<file path="src/hdl/anv_pkg.sv">
package anv_pkg;

    localparam int NUM_GROUPS  = 16;
    localparam int GROUP_W     = 4;
    localparam int SAMPLE_W    = 16;
    localparam int SQUARE_W    = 2 * SAMPLE_W;
    localparam int COUNT_W     = 13;
    localparam int SUM_W       = 29;
    localparam int SQ_W        = 43;
    localparam int MAX_SAMPLES = 4096;
    localparam int GUARD_BITS  = 24;
    localparam int FRAC_BITS   = 16;
    localparam int F_W         = 40;
    localparam int DFB_W       = 4;
    localparam int DFW_W       = 13;
    localparam int STATUS_W    = 2;
    // between, grand, ssb, ssw all stay below 2^67 in units of 2^-24
    localparam int ACC_W       = 72;
    localparam int SQSUM_W     = SQ_W + GROUP_W;
    localparam int MAG_W       = SUM_W;
    localparam int PROD_W      = 2 * MAG_W;
    localparam int NUMP_W      = 80;
    localparam int DIV_W       = 96;
    localparam int DIV_CNT_W   = 7;

    localparam logic [F_W-1:0] F_MAX = {F_W{1'b1}};

    localparam logic [STATUS_W-1:0] ST_OK        = 2'd0;
    localparam logic [STATUS_W-1:0] ST_FEW_GROUP = 2'd1;
    localparam logic [STATUS_W-1:0] ST_ZERO_SSW  = 2'd2;
    localparam logic [STATUS_W-1:0] ST_OVERFLOW  = 2'd3;

    typedef struct packed {
        logic                en;
        logic [GROUP_W-1:0]  group;
        logic [SAMPLE_W-1:0] sample;
        logic [SQUARE_W-1:0] square;
    } acc_t;

    typedef struct packed {
        logic [COUNT_W-1:0] count;
        logic [SUM_W-1:0]   sum;
        logic [SQ_W-1:0]    sq;
    } cell_t;

endpackage

</file>
<file path="src/hdl/anv_cell.sv">
module anv_cell (
    input  logic                        clk,
    input  logic                        rst_n,
    input  logic [anv_pkg::GROUP_W-1:0] idx,
    input  anv_pkg::acc_t               acc,
    input  logic                        shift,
    input  anv_pkg::cell_t              neighbor,
    output anv_pkg::cell_t              data
);

    anv_pkg::cell_t data_reg;
    anv_pkg::cell_t data_next;

    always_comb
    begin
        data_next = data_reg;
        if (shift)
        begin
            data_next = neighbor;
        end
        else if (acc.en && acc.group == idx)
        begin
            data_next.count = data_reg.count + 1'b1;
            data_next.sum   = data_reg.sum
                + {{(anv_pkg::SUM_W-anv_pkg::SAMPLE_W){acc.sample[anv_pkg::SAMPLE_W-1]}},
                   acc.sample};
            data_next.sq    = data_reg.sq
                + {{(anv_pkg::SQ_W-anv_pkg::SQUARE_W){1'b0}}, acc.square};
        end
    end

    always_ff @(posedge clk or negedge rst_n)
    begin
        if (!rst_n)
        begin
            data_reg <= '0;
        end
        else
        begin
            data_reg <= data_next;
        end
    end

    assign data = data_reg;

endmodule

</file>
<file path="config.mk">
export PLATFORM = sky130hd
export DESIGN_NAME = anv_cell
export DESIGN_NICKNAME = d
export VERILOG_FILES = /design/src/hdl/anv_pkg.sv /design/src/hdl/anv_cell.sv
export SDC_FILE = /design/constraint.sdc
export NUM_CORES = 1
export LEC_CHECK = 0
export ABC_AREA = 1
export BUFFER_PORTS_ARGS = -buffer_cell sky130_fd_sc_hd__buf_2
export CAP_MARGIN = 40
export CELL_PAD_IN_SITES_DETAIL_PLACEMENT = 1
export CELL_PAD_IN_SITES_GLOBAL_PLACEMENT = 1
export CORE_MARGIN = 1.5
export CORE_UTILIZATION = 37
export CTS_CLUSTER_DIAMETER = 60
export DETAILED_ROUTE_END_ITERATION = 8
export PLACE_DENSITY_LB_ADDON = 0.08
export SYNTH_ARGS = -nofsm -noshare
export SYNTH_HDL_FRONTEND = slang
export SYNTH_SLANG_ARGS = --single-unit
export TNS_END_PERCENT = 20
</file>
<file path="constraint.sdc">
create_clock -name clk -period 2.42 [get_ports clk]
set_clock_uncertainty 0.05 [all_clocks]
set_input_delay 0.121 -clock clk [delete_from_list [all_inputs] [get_ports clk]]
set_output_delay 0.121 -clock clk [all_outputs]
set_load 0.005 [all_outputs]
</file>
==> results of run 1 <==
==> synthesized netlist by cell type (2+ instances only) <==
library cell  number
nand3_2            7
xor2_1            27
or2_2              2
dfrtp_1           85
inv_1            210
nor4_1             3
o21ai_0           41
nand3b_1           6
a31oi_1            5
inv_2              4
nor3_2             3
buf_4             11
o211ai_1           4
or2_0              3
xnor2_1           11
ha_1              61
nor2_2             4
a21o_1             3
a21oi_1           57
nand3_1          144
fa_1               2
or2_1              2
clkbuf_1           9
nor3_1             9
o21a_1             3
nor2_1           112
o21bai_1           3
buf_2              6
nand2_1          627
nand2_2            2
and2_1             5
buf_6              2
nand4_1           22
==> cell type report <==
cell class                      count  area (um^2)  share of cell area (%)
Tap cell                          319        399.1                   3.516
Inverter                          215        807.0                   7.109
Timing Repair Buffer              304         1899                   16.73
Multi-Input combinational cell   1172         5767                   50.80
Clock buffer                        9        225.2                   1.984
Sequential cell                    85         2127                   18.74
Clock inverter                      7        127.6                   1.124
==> power by group <==
part / total (W) / switching [W] / leakage [nW] / internal [W]
Sequential: 0.00176 / 0.000182 / 1.03 / 0.00158
Combinational: 0.00257 / 0.00158 / 5.25 / 0.000982
Clock: 0.00174 / 0.000710 / 0.173 / 0.00103
Total: 0.00607 / 0.00248 / 6.45 / 0.00359
==> stage by stage <==
step                util, %  hold slack (ns)  area [um^2]
floorplan                 -          -0.2246         8840
global placement      44.16          0.03952        10370
detailed placement    44.25          0.03710        10390
CTS                   48.27         0.001885        11330
global route          48.36          0.03045        11350
finish                48.36          0.01001        11350
==> cells in the final DEF, fill, tap and decap left out, types with 6 or more instances in the layout <==
cell	n
dlygate4sd3_1	59
a21oi_1	57
nand2_1	626
nand3_2	8
nor3_1	9
buf_2	227
xnor2_1	11
nand4_1	22
buf_4	15
nor2_1	111
xor2_1	27
nand3_1	143
clkbuf_16	9
nand3b_1	6
ha_1	60
inv_1	210
dfrtp_1	85
o21ai_0	41
==> kinds of logic (layout without fill, tap and decap cells) <==
| kind of cell | count (synthesis) | after routing | share of synthesized area [%] |
|---|---|---|---|
| compound gates | 120 | 120 | 7.318 |
| xor+xnor | 38 | 38 | 3.765 |
| fa+ha+maj | 63 | 63 | 9.087 |
| flops | 85 | 85 | 24.06 |
| simple gates | 951 | 951 | 44.73 |
| buf+inv | 243 | 535 | 11.04 |
==> worst reg2reg max path, cell delays in order (launching register included) <==
cell and delay [ns]:
dfrtp_1 0.41, ha_4 0.16, inv_1 0.05, fa_1 0.39, inv_1 0.10, nand3_1 0.09
nand2_2 0.13, nand2_1 0.08, nand2_2 0.12, nand2_1 0.09, nand3_2 0.13, nand2_1 0.09
nand2_1 0.07, nand2_1 0.05, nand3_1 0.08, nand2_1 0.05
==> layer usage <==
layer | vias up | routed length [um] | share of wire (%)
met1 | 4938 | 14880 | 45
met4 | 0 | 716 | 2.1
met2 | 200 | 16630 | 50
met5 | - | 0 | 0
met3 | 41 | 1145 | 3.4
li1 | 5288 | - | -
==> worst max path at each step <==
stage	start	end	depth (start not counted)	slack, ns
6_report	data[0]	data[30]	15	0.19
5_1_grt	data[0]	data[30]	15	0.03
4_1_cts	data[0]	data[30]	15	0.09
3_5_place_dp	data[0]	data[32]	15	0.14
3_3_place_gp	data[0]	data[28]	13	0.25
2_1_floorplan	data[0]	data[40]	15	0.46
==> what timing repair did <==
action                     CTS  global route
gates resized for setup      0             5
hold buffers                59             0
setup endpoints to repair    0             9
hold endpoints to repair    84             0
==> out/metrics.cfg, run 1 <==
[run_status]
status = complete, no violations

[clock_tree]
cts_setup_buffers = 0
cts.clk_slew.worst_paths_ns = 0.07
htree_num_levels = 3
clock-sinks = 85
clockBufferDepth = 2
cts_buffers = 9
clock_latency_ns = 0.36
cts_tree = yes
root_buffer = clkbuf_16

[route]
wl_per_cell_um = 15.81
dr.pass1.iters = 4
drc = 0
drt_iter0_drc = 398
num_vias = 10470
drt-vias-per-instance = 4.958
routed_wl_um = 33380
ant_nets = 0

[floorplan]
chipWidth_um = 157.6
io-pin-count = 230
die_y_um = 157.6
start_util_pct = 37.66
dieArea_um2 = 24830
fp-row-count = 56
core_area_um2 = 23470

[placement]
place_ws_ns = 0.1425
dp_hpwl_um = 26570
portBuffers = 229
finalWeightedCongestion = 0.8904
place_inst = 2036

[critical_path]
crit_top_cell = nand2_1
crit_path_end_kind = flip-flop
critPathMaxFanout = 4
crit_buf_inv = 2
worst-setup-path-type = reg -> reg
reg2reg_slack_ns = 0.19
max_stage_delay_ns = 0.41
r2r.worst_path.cells = 15
slowest_stage = dfrtp_1
worstReg2RegEnd = data[30]
cp_cell_sequence = ha_4, inv_1, fa_1, inv_1, nand3_1, nand2_2, nand2_1, nand2_2, nand2_1, nand3_2, nand2_1, nand2_1, nand2_1, nand3_1, nand2_1
path_delay_family = simple AND/OR/NAND/NOR gates
critPathLaunchType = flip-flop
arrival_ns = 2.43
cp.required_ns = 2.62
worstReg2RegStart = data[0]

[worst_hold_path]
min_to = data[30]
worstHoldStart = neighbor[30]
whs_path_depth = 5
hold_class = in -> reg

[yosys]
async_reset_ff_share_pct = 100.0
ys.flop_type = dfrtp_1
yosys-top-cells-area = nand2_1 27%, dfrtp_1 24%, inv_1 8.9%
synth.distinct_cells = 38
yosysTopAreaCellShare_pct = 26.62
synthesis.area_um2 = 8840
synth-edff-count = 0
synth-seq-cells = 85
syn_nets = 1708
yosysTopAreaCell = nand2_1
yosysWarnings = 0
syn_area_per_cell_um2 = 5.893
yosysSeqAreaShare_pct = 24.06
synthCells = 1500

[timing]
final.min_clock_period_ns = 2.231
setup_tns_ns = 0
tightestPinTransition_ns = 0.5453
fmax_mhz = 448.1
maxSlewViolCount = 0
post-route-worst-setup-slack_ns = 0.1886
fin_crit_sh_pct = 92.21
slew_headroom_pct = 63.64
rsz0062_at_grt = no
hold_viol_final = 0
setup_violations = 0

[final_layout]
drive_gt1_share_pct = 16.13
fillCellCount = 3332
nets = 1995
n_antenna_cell = 0
instances_no_fill = 2111
largest_reg_flops = 85
synthToLayoutAreaGrowth_pct = 28.42

[global_routing]
gr-usage-met2_pct = 50.56
grt.busiest_layer = met2
grt-ovfl-total = 0
grt_max_degree = 51
use_met3_pct = 2.533
grt_pass1_vias = 10900
antenna_found_initial = 0
grt_pass1_wl_um = 53740
globalRouteMet1Util_pct = 33.20
grt.total_usage_pct = 27.36

[pwr]
ir_worst_vdd_mv = 0.2908
p_total_w = 0.006069
leakagePower_nw = 6.452
powerDensity_nw_per_um2 = 534.6

[flow_run]
max-cap-violations = 0

No activity file was read; power rests on OpenSTA's default activity.
==> inputs of run 2 (changes only) <==
PLACE_DENSITY_LB_ADDON = 0.15   (was 0.08)
==> run 2 against run 1 <==
  * Non-clock buffer count is 6 higher
  * Cell count increased by 0.28%
  * Worst setup slack got worse by 0.0087 ns
  * Fmax down 0.39%
  * Sequential cell count is the same
  * Clock power down 19%
  * Worst hold slack hardly changed
  * Via count about the same
  * Largest power group unchanged
  * Count of clock-buffer cells in the layout unchanged
  * Total power is 5.4% lower
  * Sequential share of layout area hardly changed
  * Highest routed layer is now met5
  * Register-to-register slack about the same
==> out/metrics.cfg, run 2 (synthesis gave the netlist of run 1 again) <==
[run_status]
status = complete, no violations

[clock_tree]
cts_tree = yes
clockBufferDepth = 2
htree_num_levels = 3
clock-sinks = 85
cts_buffers = 9
root_buffer = clkbuf_16
cts.clk_slew.worst_paths_ns = 0.07
clock_latency_ns = 0.36

[global_routing]
grt_max_degree = 86
antenna_found_initial = 1
grt_pass1_wl_um = 54640
grt.total_usage_pct = 27.90
grt_pass1_vias = 11100
grt-ovfl-total = 0

[floorplan]
fp-row-count = 56
core_area_um2 = 23470
dieArea_um2 = 24830
start_util_pct = 37.66
chipWidth_um = 157.6
die_y_um = 157.6
io-pin-count = 230

[timing]
fin_crit_sh_pct = 92.57
final.min_clock_period_ns = 2.240
maxSlewViolCount = 0
hold_viol_final = 0
fmax_mhz = 446.4
setup_violations = 0
setup_tns_ns = 0
slew_headroom_pct = 57.89
tightestPinTransition_ns = 0.6308
rsz0062_at_grt = no

[placement]
portBuffers = 229
finalWeightedCongestion = 0.9203
dp_hpwl_um = 26390
place_inst = 2035

[critical_path]
slowest_stage = o21ai_0
crit_buf_inv = 1
path_delay_family = simple AND/OR/NAND/NOR gates
cp.required_ns = 2.62
cp_cell_sequence = ha_1, nand2_1, nor2_1, inv_1, o21ai_0, a21oi_1, nand2_1, nand2_1, nand3_1, nand2_1
critPathLaunchType = flip-flop
crit_top_cell = nand2_1
worst-setup-path-type = reg -> reg
arrival_ns = 2.44
max_stage_delay_ns = 0.42
reg2reg_slack_ns = 0.18
crit_path_end_kind = flip-flop
critPathMaxFanout = 5

[route]
num_vias = 10480
ant_nets = 0
drt-vias-per-instance = 4.949
routed_wl_um = 33870
drt_iter0_drc = 470
dr.pass1.iters = 4
drc = 0
wl_per_cell_um = 16.00

[pwr]
powerDensity_nw_per_um2 = 505.5
switching_share_pct = 42.80
seqPwrFrac_pct = 30.8
power_frac_comb_pct = 44.7
p_sw_w = 0.002458
ir_worst_vdd_mv = 0.3030
p_clk_share_pct = 24.5
leakagePower_nw = 6.435
p_int_w = 0.003284

[final_layout]
fillCellCount = 3323
largest_reg_flops = 85
synthToLayoutAreaGrowth_pct = 28.48
n_antenna_cell = 0
nets = 2001
instances_no_fill = 2117
drive_gt1_share_pct = 16.18
layout_common_cells = 625 x nand2_1, 228 x buf_2, 210 x inv_1, 144 x nand3_1, 111 x nor2_1
final_common_cell = nand2_1

[worst_hold_path]
hold_class = in -> reg

[flow_run]
max-cap-violations = 0

[run 2: per-layer routing]
| layer | track usage (%) | share of wire [%] | vias to the layer above |
|---|---|---|---|
| met2 | 51.75 | 50 | 187 |
| met5 | 0 | 0.038 | - |
| met3 | 2.919 | 3.2 | 49 |
| li1 | - | - | 5292 |
| met1 | 33.02 | 44 | 4946 |
| met4 | 10.11 | 2.6 | 2 |
[run 2: tightest hold or removal path: cells and delay by family]
family                 cells  cell delay [ns]
buffers and inverters      2             0.11
and+or+nand+nor            2             0.09
AOI/OAI and AO/OA          1             0.06
[run 2: layout make-up]
type                       instances  area, um^2  area share [%]
clock buffer                       9       225.2           1.983
clock inverter                     7       57.56          0.5068
inverter                         215       807.0           7.106
multi-input combinational       1172        5767           50.78
sequential                        85        2127           18.73
tap                              319       399.1           3.514
timing repair buffer             310        1974           17.38
[run 2: final timing paths]
check                      endpoint  cells after the start          from
setup / recovery           data[37]                     10      data[27]
hold / removal             data[36]                      5  neighbor[36]
setup reg to reg           data[37]                     10      data[27]
hold reg to reg             data[6]                      2       data[6]
max in group asynchronous  data[59]                      3         rst_n
min in group asynchronous  data[75]                      2         rst_n
[run 2: repair_timing]
| item | 4_1_cts | 5_1_grt |
|---|---|---|
| resized for setup | 0 | 6 |
| hold endpoints to repair | 94 | 0 |
| setup buffers | 0 | 2 |
| hold buffers | 64 | 0 |
| endpoints found under the setup margin | 0 | 13 |
[run 2: power by group through the flow]
stage | combinational (W) | clock, W | sequential [W]
2_1_floorplan | 0.00158 | 0 | 0.00176
3_3_place_gp | 0.00239 | 0 | 0.00178
3_5_place_dp | 0.00246 | 0 | 0.00179
4_1_cts | 0.00255 | 0.00145 | 0.00176
5_1_grt | 0.00291 | 0.00149 | 0.00179
6_report | 0.00257 | 0.00141 | 0.00177
[run 2: stage by stage]
stage | util, % | area (um^2) | total power [W] | hold WS [ns] | setup WS, ns
finish | 48.38 | 11360 | 0.005742 | 0.01028 | 0.1799
global route | 48.38 | 11360 | 0.006193 | 0.01970 | 0.008679
CTS | 48.22 | 11320 | 0.005769 | 0.0004738 | 0.1056
detailed placement | 44.29 | 10400 | 0.004247 | 0.06858 | 0.1123
global placement | 44.09 | 10350 | 0.004170 | 0.06820 | 0.2459
floorplan | - | 8840 | 0.003337 | -0.2246 | 0.4552
