### src/hdl/anv_pkg.sv
package anv_pkg;

    localparam int NUM_GROUPS  = 16;
    localparam int GROUP_W     = 4;
    localparam int SAMPLE_W    = 16;
    localparam int SQUARE_W    = 2 * SAMPLE_W;
    localparam int COUNT_W     = 13;
    localparam int SUM_W       = 29;
    localparam int SQ_W        = 43;
    localparam int MAX_SAMPLES = 4096;
    localparam int GUARD_BITS  = 24;
    localparam int FRAC_BITS   = 16;
    localparam int F_W         = 40;
    localparam int DFB_W       = 4;
    localparam int DFW_W       = 13;
    localparam int STATUS_W    = 2;
    // between, grand, ssb, ssw all stay below 2^67 in units of 2^-24
    localparam int ACC_W       = 72;
    localparam int SQSUM_W     = SQ_W + GROUP_W;
    localparam int MAG_W       = SUM_W;
    localparam int PROD_W      = 2 * MAG_W;
    localparam int NUMP_W      = 80;
    localparam int DIV_W       = 96;
    localparam int DIV_CNT_W   = 7;

    localparam logic [F_W-1:0] F_MAX = {F_W{1'b1}};

    localparam logic [STATUS_W-1:0] ST_OK        = 2'd0;
    localparam logic [STATUS_W-1:0] ST_FEW_GROUP = 2'd1;
    localparam logic [STATUS_W-1:0] ST_ZERO_SSW  = 2'd2;
    localparam logic [STATUS_W-1:0] ST_OVERFLOW  = 2'd3;

    typedef struct packed {
        logic                en;
        logic [GROUP_W-1:0]  group;
        logic [SAMPLE_W-1:0] sample;
        logic [SQUARE_W-1:0] square;
    } acc_t;

    typedef struct packed {
        logic [COUNT_W-1:0] count;
        logic [SUM_W-1:0]   sum;
        logic [SQ_W-1:0]    sq;
    } cell_t;

endpackage

### src/hdl/anv_div.sv
module anv_div (
    input  logic                      clk,
    input  logic                      rst_n,
    input  logic                      start,
    input  logic [anv_pkg::DIV_W-1:0] num,
    input  logic [anv_pkg::DIV_W-1:0] den,
    output logic                      busy,
    output logic                      done,
    output logic [anv_pkg::DIV_W-1:0] quot
);

    logic [anv_pkg::DIV_W-1:0]     rem_reg;
    logic [anv_pkg::DIV_W-1:0]     quo_reg;
    logic [anv_pkg::DIV_W-1:0]     den_reg;
    logic [anv_pkg::DIV_CNT_W-1:0] cnt_reg;
    logic                          busy_reg;
    logic                          done_reg;
    logic [anv_pkg::DIV_W:0]       trial;
    logic [anv_pkg::DIV_W:0]       diff;

    // restoring division, one quotient bit per cycle
    assign trial = {rem_reg, quo_reg[anv_pkg::DIV_W-1]};
    assign diff  = trial - {1'b0, den_reg};

    always_ff @(posedge clk or negedge rst_n)
    begin
        if (!rst_n)
        begin
            busy_reg <= 1'b0;
            done_reg <= 1'b0;
            cnt_reg  <= '0;
        end
        else
        begin
            done_reg <= 1'b0;
            if (start)
            begin
                rem_reg  <= '0;
                quo_reg  <= num;
                den_reg  <= den;
                cnt_reg  <= '0;
                busy_reg <= 1'b1;
            end
            else if (busy_reg)
            begin
                if (!diff[anv_pkg::DIV_W])
                begin
                    rem_reg <= diff[anv_pkg::DIV_W-1:0];
                end
                else
                begin
                    rem_reg <= trial[anv_pkg::DIV_W-1:0];
                end
                quo_reg <= {quo_reg[anv_pkg::DIV_W-2:0], ~diff[anv_pkg::DIV_W]};
                cnt_reg <= cnt_reg + 1'b1;
                if (cnt_reg == anv_pkg::DIV_CNT_W'(anv_pkg::DIV_W - 1))
                begin
                    busy_reg <= 1'b0;
                    done_reg <= 1'b1;
                end
            end
        end
    end

    assign busy = busy_reg;
    assign done = done_reg;
    assign quot = quo_reg;

endmodule

### config.mk
export PLATFORM = sky130hd
export DESIGN_NAME = anv_div
export DESIGN_NICKNAME = d
export VERILOG_FILES = /design/src/hdl/anv_pkg.sv /design/src/hdl/anv_div.sv
export SDC_FILE = /design/constraint.sdc
export NUM_CORES = 1
export LEC_CHECK = 0
export BUFFER_PORTS_ARGS = -buffer_cell sky130_fd_sc_hd__buf_2
export CAP_MARGIN = 20
export CELL_PAD_IN_SITES_DETAIL_PLACEMENT = 1
export CELL_PAD_IN_SITES_GLOBAL_PLACEMENT = 2
export CORE_MARGIN = 5
export CORE_UTILIZATION = 34
export CTS_BUF_LIST = sky130_fd_sc_hd__clkbuf_2 sky130_fd_sc_hd__clkbuf_4 sky130_fd_sc_hd__clkbuf_8
export CTS_CLUSTER_DIAMETER = 100
export DETAILED_ROUTE_END_ITERATION = 16
export PLACE_DENSITY_LB_ADDON = 0.1
export SETUP_SLACK_MARGIN = 0.5
export SLEW_MARGIN = 25
export SYNTH_ARGS = -nofsm -noshare
export SYNTH_HDL_FRONTEND = slang
export SYNTH_SLANG_ARGS = --single-unit
### constraint.sdc
create_clock -name clk -period 5.67 [get_ports clk]
set_input_delay 1.134 -clock clk [delete_from_list [all_inputs] [get_ports clk]]
set_output_delay 1.134 -clock clk [all_outputs]
set_load 0.005 [all_outputs]
==> results of run 1 <==
## worst min-delay path by stage
stage / start / end / slack, ns
final: cnt_reg[6]$_DFFE_PN0N_ / busy$_DFF_PN0_ / 0.55
after global routing: den[2] / den_reg[2]$_DFFE_PP_ / 0.55
after CTS: den[12] / den_reg[12]$_DFFE_PP_ / 0.54
after detailed placement: cnt_reg[6]$_DFFE_PN0N_ / busy$_DFF_PN0_ / 0.54
after global placement: cnt_reg[6]$_DFFE_PN0N_ / busy$_DFF_PN0_ / 0.53
after floorplan: cnt_reg[1]$_DFFE_PN0N_ / cnt_reg[1]$_DFFE_PN0N_ / 0.51
## synth_stat cells (10+ instances only)
master	count
a21o_1	36
ha_1	97
xor2_1	55
a31oi_1	18
clkbuf_1	73
o21a_1	21
nand2_1	130
o211ai_1	16
inv_1	119
o21ai_0	69
mux2i_1	19
a211oi_1	76
buf_2	26
nand4_1	46
nand3_1	23
a21oi_1	150
a32oi_1	10
o21bai_1	16
nand2b_1	13
o21ai_1	21
nor3_1	48
edfxtp_1	288
nor2_1	207
o31ai_1	11
o211a_1	12
xnor2_1	38
mux2_2	95
nor4_1	10
## metrics by stage
| stage | instances | util (%) |
|---|---|---|
| 2_1_floorplan | 1874 | - |
| 5_1_grt | 2927 | 40.3 |
| 3_5_place_dp | 2824 | 38.2 |
| 3_3_place_gp | 2824 | 38.2 |
| 4_1_cts | 2924 | 40.3 |
| 6_report | 2929 | 40.3 |
## layout make-up
class / instances / share of cell area (%)
well taps: 748 / 4.21
repair buffers: 310 / 7.28
diodes: 5 / 0.0563
multi-input cells: 1349 / 41.5
inverters: 120 / 2.03
clock buffers: 73 / 3.98
flip-flops and latches: 297 / 39.9
clock inverters: 27 / 1.03
## routing by layer
metal / global-route usage, % / up-vias / routed length [um]
met5: 0 / - / 52
met4: 5.22 / 12 / 1380
met3: 5.24 / 96 / 3640
met2: 33.2 / 327 / 29500
met1: 27.2 / 7653 / 29100
li1: - / 7511 / -
## kinds of logic (layout without fill, tap and decap cells)
family / Yosys count / after routing
compound gates: 522 / 522
simple gates: 522 / 522
flops: 297 / 297
buf+inv: 228 / 530
mux: 114 / 114
fa+ha+maj: 98 / 98
xor+xnor: 93 / 93
other cells: 0 / 5
## power by group through the flow
stage	Combinational (uW)	Clock, uW	Sequential, uW
after floorplan	1520	0	2800
after global placement	2130	0	2820
after detailed placement	2160	0	2830
after CTS	2170	2270	2790
after global routing	2390	2380	2810
final	2160	2170	2790
==> run metrics, run 1 <==
DR pass1 iterations=5; fraction of registers with async set/reset=3.03%; Critical Path, Cell by Cell=inv_1 -> ha_1 -> fa_1 -> nand2b_1 -> a21oi_1 -> o21ai_0 -> o22ai_1 -> o21ai_1 -> nand3_1 -> o21a_1 -> o211ai_4 -> buf_12 -> nor2_1 -> a211oi_1 -> nor3_1; Fmax=221 MHz; largest net degree at the start of global routing=71; Pleak=0.00897 uW; Final setup viols=0; DRT antenna net count=0; initial core utilization=34.4%; synthesized netlist cell count=1,874; Post-Place Worst Slack=1.12 ns; status=finished clean; Yosys top cell by area=edfxtp_1; crit share post-route=79.7%; Worst Setup SP=quot[95]$_DFFE_PP_; number of cells on the critical path=15; Post-CTS Hold Buffers=0; PD cells=320 nW/um^2; worst reg2reg setup slack=1.15 ns; min cycle time layout=4.52 ns; Yosys reg bits=297; Critical-path top delay cell=o211ai_4; vias per cell=5.33; Worst Setup End Kind=flip-flop; sequential-to-total area share from yosys stat=46.7%; Yosys warning count=0; Storage cell area=8880 sq um; Hold Crit Depth=1; Final nets=2,425; root buf cell=clkbuf_8; PortBufs=292; Switch Pwr=2450 uW; combinational share of power=30.3%; GR Overflow Total=0; DRC viols=0; EDFF count, synth=288; Fin. Hold Viols=0; commonest non-fill, non-tap cells in the layout=buf_2, edfxtp_1, nor2_1; final instance area=22,200 sq um; Die Width=246 um; largest cells by area after synthesis=edfxtp_1, ha_1, mux2_2; Core Area=55,200 sq um; sequential power share=39.2%; gpl congestion=0.858; required time of the worst setup path=6.01 ns; Initial DRC Count=746; PnR worst setup slack=1.15 ns; Routed WL=63,700 um; DR WL/cell=21.7 um; final-layout fill cell count=6,330; dpl cell area=21,100 sq um; relative slew slack=34.7%; WS Path Type=reg -> reg; ys flop type=edfxtp_1; Largest stage delay, worst path=0.75 ns; number of global-route vias before repair=16,700; die height=246 um; CTS Buffer Depth=3; setup_tns=0 ns; Post-CTS Setup Bufs=0; CTS tree=built; Data arrival, critical path=4.86 ns; cts repair resizes=0; internal power=4660 uW; top cell type's share of synthesized area=45.5%; sum of buffers and inverters on the critical path=2; post-route total power=7110 uW; Synth Area in Compound Gates=18.6%; peak supply drop=0.185 mV; switch share=34.5%; syn_area_per_cell=10.1 sq um; synth-to-layout area growth=17.0%; worst clock skew=0.0662 ns; # Max-Cap Violations=0; largest family of logic cells by synthesized area=compound AO/OA/AOI/OAI gates; Clk pin slew, worst setup/hold paths=0.06 ns; RSZ-0062 raised after global routing=no; Post-Synth Simple-Gate Area=12.4%; final slew viol count=0; Final Hold Slack=0.548 ns; Slew @ Worst Pin=0.971 ns; adder-cell share of the synthesized area=6.49%; H-tree levels=2; family with the most delay on the worst path=compound AO/OA/AOI/OAI gates; total CTS buffers=54; Site Rows=86; XOR/XNOR Fraction of Synth Area=4.29%; Startpoint Class=flip-flop; GRT Total Usage=20.4%; syn nets=2,167; r2r startpoint=quot[95]$_DFFE_PP_; Post-Syn Area=19,000 sq um; share of cells above drive strength 1=23.7%; worst skew pair latency=0.69 ns; first-pass GRT wire length=98,200 um; Setup crit end=rem_reg[62]$_SDFFCE_PP0P_; commonest non-fill, non-tap cell in the layout=buf_2; clock share of power=30.5%; CP max FO=70; total clock sinks=297; worst hold path class=reg -> reg; initial antenna violation count=10; Netlist cell types=79; multiplexer fraction of the synthesized cell area=6.63%; area of the multi-input gates=9220 sq um; total number of vias=15,600; Detail Placement HPWL=47,900 um; Reg-to-Reg End=rem_reg[62]$_SDFFCE_PP0P_; FF-to-FF path depth=15; Die ar.=60,700 sq um; io pins=293
(Power assumes the default switching activity.)
==> run 2, diff against run 1 <==
- ABC_AREA: not set -> 1
- CORE_UTILIZATION: 34 -> 33
- clock period: 5.67 -> 4.4 ns (I/O delays scaled with it)
==> run 2 against run 1 <==
Cell count increased by 65%. Core utilization shrank 1.4 points. First-iteration DRC count up 62%. Total power is 54% higher. Largest cell class unchanged.
==> run metrics, run 2 <==
status=finished clean; die height=274 um (+11%); syn nets=3,841 (+77%); required time of the worst setup path=4.84 ns (-1.17 ns); commonest non-fill, non-tap cell in the layout=nand2_1; Die Width=274 um (+11%); sequential power share=33.5% (-5.7 points); synth-to-layout area growth=16.5%; initial antenna violation count=4 (-6); H-tree levels=2 (unchanged); synthesized netlist cell count=3,548 (+89%); Switch Pwr=4480 uW (+83%); PortBufs=292 (unchanged); Final nets=4,149 (+71%); cell mode on critical path=nand2_2; Die ar.=75,000 sq um (+23%); Clk pin slew, worst setup/hold paths=0.06 ns (about the same); Yosys warning count=0 (unchanged); Yosys top cell by area=edfxtp_1; DR pass1 iterations=5 (unchanged); Pleak=0.0148 uW (+65%); FF-to-FF path depth=20 (+5); DRT antenna net count=0 (unchanged); gpl congestion=0.968 (+13%); Fmax=275 MHz (+24%); CTS Buffer Depth=3 (unchanged); Netlist cell types=35 (-56%); sum of buffers and inverters on the critical path=3 (+1); final instance area=26,700 sq um (+20%); syn_area_per_cell=6.47 sq um (-36%); combinational share of power=38.3% (+8.0 points); Storage cell area=8870 sq um (about the same); worst hold path class=in -> reg; initial core utilization=33.4% (-1.1 points); family with the most delay on the worst path=simple AND/OR/NAND/NOR gates; CP max FO=45 (-36%); largest cells by area after synthesis=edfxtp_1, nand2_1, inv_1; EDFF count, synth=288 (unchanged); min cycle time layout=3.63 ns (-0.889 ns); Startpoint Class=flip-flop; sequential-to-total area share from yosys stat=38.6% (-8.1 points); WS Path Type=reg -> reg; Post-Syn Area=23,000 sq um (+21%); cts repair resizes=0 (unchanged); Post-CTS Setup Bufs=0 (unchanged); GRT Total Usage=24.0% (+3.6 points); RSZ-0062 raised after global routing=no; Initial DRC Count=1,205 (+62%); DR WL/cell=19.1 um (-12%); final slew viol count=0 (unchanged); Post-synth top cells=nand2_1, inv_1, edfxtp_1; total CTS buffers=59 (+9.3%); top cell type's share of synthesized area=37.7% (-7.9 points); PD cells=410 nW/um^2 (+28%); Post-CTS Hold Buffers=0 (unchanged); Critical-path top delay cell=nand2_4; Detail Placement HPWL=75,200 um (+57%); internal power=6480 uW (+39%); root buf cell=clkbuf_8; dpl cell area=25,500 sq um (+21%); Hold Crit Depth=1 (unchanged); first-pass GRT wire length=140,000 um (+43%); Largest stage delay, worst path=0.48 ns (-0.27 ns); final-layout fill cell count=9,165 (+45%); Data arrival, critical path=4.07 ns (-0.79 ns); Critical Path, Cell by Cell=inv_1 -> ha_1 -> fa_1 -> inv_1 -> nand2_1 -> nand2_1 -> nand3_1 -> nand2_2 -> nand2_2 -> nand2_2 -> nand2_1 -> nand2_2 -> nand2_2 -> nand3_2 -> nand2_2 -> nand2_4 -> buf_12 -> nand2_1 -> nand3_1 -> nand2_1; share of cells above drive strength 1=11.4% (-12 points); CTS tree=built; # Max-Cap Violations=0 (unchanged); ys flop type=edfxtp_1; vias per cell=4.71 (-12%); Site Rows=96 (+12%); switch share=40.8% (+6.4 points); io pins=293 (unchanged); Routed WL=92,100 um (+45%); Worst Setup End Kind=flip-flop; DRC viols=0 (unchanged); worst clock skew=0.0303 ns (-0.0359 ns); Fin. Hold Viols=0 (unchanged); relative slew slack=35.1% (+0.47 points); number of global-route vias before repair=23,900 (+43%); GR Overflow Total=0 (unchanged); largest net degree at the start of global routing=98 (+38%); setup_tns=0 ns (unchanged); peak supply drop=0.225 mV (+22%); most frequent cell after synthesis=nand2_1; area of the multi-input gates=11,000 sq um (+19%); number of cells on the critical path=20 (+5); Core Area=68,800 sq um (+25%); total number of vias=22,800 (+46%); Final setup viols=0 (unchanged); Yosys reg bits=297 (unchanged); Slew @ Worst Pin=0.973 ns (+0.00195 ns); clock share of power=28.3% (-2.2 points); total clock sinks=297 (unchanged); commonest non-fill, non-tap cells in the layout=nand2_1, inv_1, buf_2; worst skew pair latency=0.70 ns (about the same); crit share post-route=82.6% (+2.8 points); fraction of registers with async set/reset=3.03% (unchanged)
## run 2: power groups by stage
| stage | clock network (uW) | logic (uW) | registers, uW |
|---|---|---|---|
| floorplan | 0 | 2710 | 3670 |
| global placement | 0 | 4150 | 3710 |
| detailed placement | 0 | 4200 | 3720 |
| CTS | 3220 | 4220 | 3670 |
| global route | 3340 | 4690 | 3700 |
| finish | 3100 | 4190 | 3670 |
## run 2: final cells by class
cell class                 count  area share, %
sequential                   297           33.2
clock inverter                26          0.950
tap                          931           4.36
antenna                        1        0.00936
multi-input combinational   2451           41.2
timing repair buffer         311           6.22
inverter                     736           10.4
clock buffer                  81           3.77
## run 2: logic make-up after synthesis
kind of cell / count (synthesis) / synth area share [%]
simple gates: 2165 / 37.4
buf+inv: 800 / 13.5
flops: 297 / 38.6
compound gates: 133 / 3.01
fa+ha+maj: 98 / 5.37
xor+xnor: 55 / 2.10
## run 2: metrics by stage
stage               utilization, %  power [uW]  hold WS, ns  setup WS (ns)  cells
global route                  38.9       11700        0.302          0.508   4834
global placement              37.0        7860        0.478          0.798   4726
floorplan                        -        6380        0.456           1.10   3548
CTS                           38.9       11100        0.283          0.707   4833
finish                        38.9       11000        0.355          0.767   4834
detailed placement            37.0        7920        0.495          0.736   4726
## run 2: final timing paths
path | from | to | slack (ns)
setup reg to reg | quot[95]$_DFFE_PP_ | rem_reg[72]$_SDFFCE_PP0P_ | 0.77
setup / recovery | quot[95]$_DFFE_PP_ | rem_reg[72]$_SDFFCE_PP0P_ | 0.77
max in group asynchronous | rst_n | busy$_DFF_PN0_ | 3.46
hold / removal | den[20] | den_reg[20]$_DFFE_PP_ | 0.35
hold reg to reg | cnt_reg[4]$_DFFE_PN0N_ | cnt_reg[4]$_DFFE_PN0N_ | 0.51
min in group asynchronous | rst_n | cnt_reg[4]$_DFFE_PN0N_ | 0.49
## run 2: metal layers
| metal | track usage (%) | share of wire, % | vias up |
|---|---|---|---|
| li1 | - | - | 11300 |
| met3 | 4.43 | 5.6 | 128 |
| met5 | 0 | 0.042 | - |
| met1 | 31.9 | 45 | 10800 |
| met2 | 40.4 | 46 | 525 |
| met4 | 6.27 | 2.8 | 6 |
